## src/rtl/qcls_pkg.sv

```systemverilog
package qcls_pkg;

  localparam logic [7:0] CH_SPACE  = 8'h20;
  localparam logic [7:0] CH_BSLASH = 8'h5C;
  localparam logic [7:0] CH_DQUOTE = 8'h22;
  localparam logic [7:0] CH_SQUOTE = 8'h27;
  localparam logic [7:0] CH_LOWN   = 8'h6E;
  localparam logic [7:0] CH_LOWT   = 8'h74;
  localparam logic [7:0] CH_NL     = 8'h0A;
  localparam logic [7:0] CH_TAB    = 8'h09;

  localparam logic [1:0] ERR_NONE      = 2'd0;
  localparam logic [1:0] ERR_UNBALANCED = 2'd1;
  localparam logic [1:0] ERR_BSLASH_END = 2'd2;

  typedef struct packed {
    logic [7:0] ch;
    logic       has_char;
    logic       end_of_string;
  } in_word_t;

  typedef struct packed {
    logic [7:0] out_char;
    logic       char_valid;
    logic       token_done;
    logic       string_done;
    logic [1:0] error_code;
  } out_word_t;

  typedef struct packed {
    logic escape_pending;
    logic in_quote;
    logic quote_is_single;
    logic token_nonempty;
  } split_state_t;

  localparam split_state_t STATE_RESET = '0;

endpackage

```

## src/rtl/qcls_in_if.sv

```systemverilog
interface qcls_in_if;
  logic       valid;
  logic       ready;
  logic [7:0] ch;
  logic       has_char;
  logic       end_of_string;

  modport source (output valid, ch, has_char, end_of_string, input ready);
  modport sink (input valid, ch, has_char, end_of_string, output ready);
endinterface

```

## src/rtl/qcls_out_if.sv

```systemverilog
interface qcls_out_if;
  logic       valid;
  logic       ready;
  logic [7:0] out_char;
  logic       char_valid;
  logic       token_done;
  logic       string_done;
  logic [1:0] error_code;

  modport source (output valid, out_char, char_valid, token_done, string_done, error_code,
                  input ready);
  modport sink (input valid, out_char, char_valid, token_done, string_done, error_code,
                output ready);
endinterface

```

## src/rtl/qcls_step.sv

```systemverilog
module qcls_step (
  input  qcls_pkg::in_word_t     word,
  input  qcls_pkg::split_state_t state,
  output qcls_pkg::split_state_t state_next,
  output qcls_pkg::out_word_t    result
);

  logic [7:0] ochar;
  logic       valid;
  logic       tdone;
  logic       is_single;
  qcls_pkg::split_state_t st;

  always_comb begin
    st        = state;
    ochar     = '0;
    valid     = 1'b0;
    tdone     = 1'b0;
    is_single = (word.ch == qcls_pkg::CH_SQUOTE);
    result    = '0;

    if (word.has_char) begin
      if (st.escape_pending) begin
        case (word.ch)
          qcls_pkg::CH_LOWN: ochar = qcls_pkg::CH_NL;
          qcls_pkg::CH_LOWT: ochar = qcls_pkg::CH_TAB;
          default:           ochar = word.ch;
        endcase
        valid = 1'b1;
        st.escape_pending = 1'b0;
      end else if (word.ch == qcls_pkg::CH_BSLASH) begin
        st.escape_pending = 1'b1;
      end else if (word.ch == qcls_pkg::CH_SPACE) begin
        if (st.in_quote) begin
          ochar = word.ch;
          valid = 1'b1;
        end else begin
          tdone = st.token_nonempty;
          st.token_nonempty = 1'b0;
        end
      end else if (word.ch == qcls_pkg::CH_DQUOTE || is_single) begin
        if (!st.in_quote) begin
          st.in_quote        = 1'b1;
          st.quote_is_single = is_single;
        end else if (st.quote_is_single == is_single) begin
          st.in_quote = 1'b0;
        end else begin
          ochar = word.ch;
          valid = 1'b1;
        end
      end else begin
        ochar = word.ch;
        valid = 1'b1;
      end
      if (valid) begin
        st.token_nonempty = 1'b1;
      end
    end

    if (word.end_of_string) begin
      result.string_done = 1'b1;
      if (st.escape_pending) begin
        result.error_code = qcls_pkg::ERR_BSLASH_END;
      end else if (st.in_quote) begin
        result.error_code = qcls_pkg::ERR_UNBALANCED;
      end else if (st.token_nonempty) begin
        tdone = 1'b1;
      end
      st = qcls_pkg::STATE_RESET;
    end

    result.out_char   = ochar;
    result.char_valid = valid;
    result.token_done = tdone;
    state_next        = st;
  end

endmodule

```

## src/rtl/quoted_command_line_splitter.sv

```systemverilog
// Shell-style command line splitter.
// cmd carries one byte of the command line per word (ch, has_char) and
// end_of_string on the word after which the line ends. tok returns exactly
// one word per cmd word: the token byte appended (out_char, char_valid),
// token_done where a non-empty token closes, and string_done with
// error_code on the word that ends the line.
// A word passes through an input register, then a result register, on its
// way to tok. Throughput: one word per cycle while tok is ready; the
// quote/escape flags are updated as a word moves from the input register
// into the result register.
// Reset (rst, synchronous) empties both registers and clears the quote,
// escape and token flags; cmd.ready is high once the input register is emptied.
// When tok stalls the result register holds, the input register fills
// behind it and cmd.ready drops; no word is lost or repeated.
module quoted_command_line_splitter (
  input  logic              clk,
  input  logic              rst,
  qcls_in_if.sink           cmd,
  qcls_out_if.source        tok
);

  qcls_pkg::in_word_t     in_word;
  logic                   in_valid;
  qcls_pkg::split_state_t state;
  qcls_pkg::split_state_t state_next;
  qcls_pkg::out_word_t    step_result;
  qcls_pkg::out_word_t    out_word;
  logic                   out_valid;
  logic                   advance;

  assign advance   = in_valid && (!out_valid || tok.ready);
  assign cmd.ready = !in_valid || advance;

  always_ff @(posedge clk) begin
    if (rst) begin
      in_valid <= 1'b0;
    end else if (cmd.ready) begin
      in_valid <= cmd.valid;
    end
    if (cmd.ready && cmd.valid) begin
      in_word.ch            <= cmd.ch;
      in_word.has_char      <= cmd.has_char;
      in_word.end_of_string <= cmd.end_of_string;
    end
  end

  qcls_step u_step (
    .word       (in_word),
    .state      (state),
    .state_next (state_next),
    .result     (step_result)
  );

  always_ff @(posedge clk) begin
    if (rst) begin
      state     <= qcls_pkg::STATE_RESET;
      out_valid <= 1'b0;
    end else begin
      if (advance) begin
        state <= state_next;
      end
      if (advance) begin
        out_valid <= 1'b1;
      end else if (tok.ready) begin
        out_valid <= 1'b0;
      end
    end
    if (advance) begin
      out_word <= step_result;
    end
  end

  assign tok.valid       = out_valid;
  assign tok.out_char    = out_word.out_char;
  assign tok.char_valid  = out_word.char_valid;
  assign tok.token_done  = out_word.token_done;
  assign tok.string_done = out_word.string_done;
  assign tok.error_code  = out_word.error_code;

endmodule

```

## src/flat_wrapper.sv

```systemverilog
// flat-port wrapper written by rule: the top's interface ports become plain ports
module quoted_command_line_splitter_flat 
  (clk, rst, cmd_valid, cmd_ch, cmd_has_char, cmd_end_of_string, cmd_ready, tok_valid, tok_out_char, tok_char_valid, tok_token_done, tok_string_done, tok_error_code, tok_ready);
  qcls_in_if cmd_i ();
  qcls_out_if tok_i ();
  input  logic clk;
  input  logic rst;
  input wire logic [$bits(cmd_i.valid)-1:0] cmd_valid;
  input wire logic [$bits(cmd_i.ch)-1:0] cmd_ch;
  input wire logic [$bits(cmd_i.has_char)-1:0] cmd_has_char;
  input wire logic [$bits(cmd_i.end_of_string)-1:0] cmd_end_of_string;
  output wire logic [$bits(cmd_i.ready)-1:0] cmd_ready;
  output wire logic [$bits(tok_i.valid)-1:0] tok_valid;
  output wire logic [$bits(tok_i.out_char)-1:0] tok_out_char;
  output wire logic [$bits(tok_i.char_valid)-1:0] tok_char_valid;
  output wire logic [$bits(tok_i.token_done)-1:0] tok_token_done;
  output wire logic [$bits(tok_i.string_done)-1:0] tok_string_done;
  output wire logic [$bits(tok_i.error_code)-1:0] tok_error_code;
  input wire logic [$bits(tok_i.ready)-1:0] tok_ready;
  assign cmd_i.valid = cmd_valid;
  assign cmd_i.ch = cmd_ch;
  assign cmd_i.has_char = cmd_has_char;
  assign cmd_i.end_of_string = cmd_end_of_string;
  assign cmd_ready = cmd_i.ready;
  assign tok_valid = tok_i.valid;
  assign tok_out_char = tok_i.out_char;
  assign tok_char_valid = tok_i.char_valid;
  assign tok_token_done = tok_i.token_done;
  assign tok_string_done = tok_i.string_done;
  assign tok_error_code = tok_i.error_code;
  assign tok_i.ready = tok_ready;
  quoted_command_line_splitter u_core (.clk(clk), .rst(rst), .cmd(cmd_i), .tok(tok_i));
endmodule
```

## config.mk

```make
export PLATFORM = sky130hd
export DESIGN_NAME = quoted_command_line_splitter_flat
export DESIGN_NICKNAME = d
export VERILOG_FILES = /design/src/rtl/qcls_pkg.sv /design/src/rtl/qcls_in_if.sv /design/src/rtl/qcls_out_if.sv /design/src/rtl/qcls_step.sv /design/src/rtl/quoted_command_line_splitter.sv /design/src/flat_wrapper.sv
export SDC_FILE = /design/constraint.sdc
export NUM_CORES = 1
export LEC_CHECK = 0
export BUFFER_PORTS_ARGS = -buffer_cell sky130_fd_sc_hd__buf_2
export CORE_MARGIN = 2
export CORE_UTILIZATION = 56
export DETAILED_ROUTE_END_ITERATION = 8
export PLACE_DENSITY = 0.89
export SYNTH_ARGS = -nofsm -noshare
export SYNTH_HDL_FRONTEND = slang
export SYNTH_SLANG_ARGS = --single-unit
```

## constraint.sdc

```tcl
create_clock -name clk -period 6.1 [get_ports clk]
set_input_delay 1.22 -clock clk [delete_from_list [all_inputs] [get_ports clk]]
set_output_delay 1.22 -clock clk [all_outputs]
set_load 0.1 [all_outputs]
```

==> results.yml <==
setup_path:
  cp-end-kind: "output port"
  crit_arrival_ns: 1.92
  critPathLaunchType: "primary input"
  reg2reg_depth: 5
  cp_num_cells: 4
  critical-path-top-delay-family: "buffers and inverters"
  cp_max_fo: 4
  path_class: "primary input to output port"
  slowest_stage: "buf_2"
  crit_buf_inv: 2
  cpMostUsedCell: "buf_2"
  cpPeakStageDelay_ns: 0.30
  worstPathCellList: "buf_2 -> nor2b_1 -> nand2_1 -> buf_2"
  cp.required_ns: 4.88
synthesis:
  syn-num-nets: 121
  ys_types: 37
  ys.flop_type: "edfxtp_1"
  synth_edf_count: 23
  synth_area_leader_cell: "edfxtp_1"
  synth_area_per_cell_um2: 12.2
  synth.most_common_cell: "edfxtp_1"
  synth_top_cells_by_count: "edfxtp_1 (23), nor2_1 (9), and2_1 (7)"
  synthArstFlopShare: 0
  netlist_area_um2: 1310
  syn_inst: 107
  netlist.area_leader.share: 0.527
  synth_area_leaders: "edfxtp_1 (53%), dfxtp_1 (9.2%), and2_1 (3.3%)"
  synth-seq-cells: 29
  yosys_warnings: 0
  yosysSeqAreaShare: 0.619
hold_path:
  hold_path_class: "flip-flop to flip-flop"
  worstHoldPathCells: 2
floorplan:
  coreArea_um2: 2210
  rows: 17
  initial_utilization: 0.592
  die_y_um: 52.4
  num_io_pins: 29
  die_x_um: 52.4
  fp.dieArea_um2: 2740
sta:
  slew_headroom: 0.642
  holdWs_ns: 0.509
  maxSlewViolCount: 0
  fin_ws_ns: 2.96
  min_period_ns: 3.14
  timing_hold_violations_final: 0
  rsz0062_at_grt: "false"
  clock_skew_ns: 0.00695
  finalSetupViolations: 0
  tightest_slew_ns: 0.534
  max_freq_ghz: 0.318
  tns_ns: 0
  period_share: 0.515
clock_network:
  clock-sinks: 29
  worstSkewPairLatency_ns: 0.32
  root_buffer: "clkbuf_4"
  cts.clk_slew.worst_paths_ns: 0.08
  hold_buffers: 0
  max-clock-path-buffers: 2
  cts_setup_buffers: 0
  cts_resized: 0
  numCtsBuffers: 5
  cts_max_level: 2
  cts_tree: "yes"
cells_and_area:
  diodes: 0
  syn_to_final_growth_pct: 15.7
  fillCellCount: 174
  utilization: 0.685
  drive_gt1_frac: 0.286
  fin_nets: 153
global_routing:
  grt_overflow_total: 0
  grt_max_degree: 14
  antenna_found_initial: 0
  grt_pass1_vias: 849
  grt_pass1_wl_um: 3820
  track_usage: 0.204
outcome:
  status: "completed"
drt:
  ant_nets: 0
  wl_per_cell_um: 13.1
  via_per_inst: 5.51
  totalWireLength_um: 2200
  drc_errors: 0
  detail_route.first_pass.iterations: 3
  initialDrtViolationCount: 6
  num_vias: 925
pwr:
  p_seq_frac: 0.590
  p_total_w: 0.000393
  swShare: 0.293
  pwr-share-comb: 0.151
  power_switching_w: 0.000115
  ir_worst_vdd_uv: 192
  p_leak_nw: 0.549
  intPower_w: 0.000278
  pwr-share-clk: 0.259
  powerDensity_nw_per_um2: 260
placement:
  port_buffers: 28
  dp_slack_ns: 2.94
  routabilityCongestion: 0.836
run:
  drv_cap: 0
==> path summary, 6_finish.rpt <==
path / slack [ns] / end / startpoint
min reg2reg: 0.51 / u_core.state[0] / u_core.state[0]
min: 0.51 / u_core.state[0] / u_core.state[0]
max reg2reg: 3.91 / u_core.tok.token_done / u_core.in_word[5]
max: 2.96 / cmd_ready / tok_ready
==> state kept, by name (all words and copies together), names as in the netlist <==
signal	count
u_core.in_valid	1
u_core.in_word	10
u_core.state	4
u_core.tok.char_valid	1
u_core.tok.error_code	2
u_core.tok.out_char	8
u_core.tok.string_done	1
u_core.tok.token_done	1
u_core.tok.valid	1
==> worst reg2reg max path, stage by stage, from the launching register on <==
cell      delay, ns
edfxtp_1       0.45
or3b_4         0.44
or2_1          0.29
nor4_2         0.41
o31ai_1        0.15
a31o_1         0.20
==> placed cells by master (no fill, tap or decap), types with 2 or more instances in the layout <==
cell type	netlist	routed
nor4_2	2	2
xor2_1	2	2
nor3_1	2	2
and2_1	7	7
nand4_1	3	3
nor2_1	9	9
buf_2	1	28
nand2_1	6	6
nor2b_1	6	6
nand4b_1	2	2
o21ai_0	4	4
clkbuf_4	0	5
dfxtp_1	6	6
a21oi_1	6	6
o21a_1	2	2
or3b_1	2	2
nand3_1	2	2
clkinv_1	0	2
a31oi_1	2	2
inv_1	2	2
edfxtp_1	23	23
==> cells by family (layout without fill, tap and decap cells) <==
family	count (synthesis)	after routing	share of synthesized area
and+or+nand+nor	50	50	0.239
DFF	29	29	0.619
AOI/OAI and AO/OA	21	21	0.108
buffers and inverters	5	38	0.0210
xor gates and xnor gates	2	2	0.0134
==> stage by stage <==
| step | cells | area (um^2) |
|---|---|---|
| after floorplan | 107 | 1310 |
| after global placement | 160 | 1470 |
| after detailed placement | 160 | 1470 |
| after CTS | 168 | 1520 |
| after global routing | 168 | 1520 |
| final | 168 | 1520 |
==> cell type report <==
cell class | instances | area (um^2) | area share
clock buffers | 5 | 37.5 | 0.0248
flip-flops and latches | 29 | 811 | 0.535
inverters | 2 | 7.51 | 0.00495
multi-input cells | 73 | 472 | 0.311
repair buffers | 28 | 140 | 0.0925
well taps | 28 | 35.0 | 0.0231
clock inverters | 3 | 12.5 | 0.00826
==> routing by layer <==
| metal | up-vias | GRT usage | wire (um) |
|---|---|---|---|
| met4 | 0 | 0.111 | 48 |
| li1 | 467 | - | - |
| met1 | 423 | 0.212 | 869 |
| met3 | 5 | 0.0943 | 150 |
| met2 | 30 | 0.340 | 1140 |
| met5 | - | 0 | 0 |
==> power by group through the flow <==
| stage | Combinational (W) | Clock [W] | Sequential, W |
|---|---|---|---|
| 6_report | 0.0000594 | 0.000102 | 0.000232 |
| 3_3_place_gp | 0.0000587 | 0 | 0.000236 |
| 5_1_grt | 0.0000629 | 0.000114 | 0.000233 |
| 2_1_floorplan | 0.0000181 | 0 | 0.000266 |
| 4_1_cts | 0.0000599 | 0.000105 | 0.000232 |
| 3_5_place_dp | 0.0000598 | 0 | 0.000236 |
Note: power is estimated with default switching activity, not from simulation.
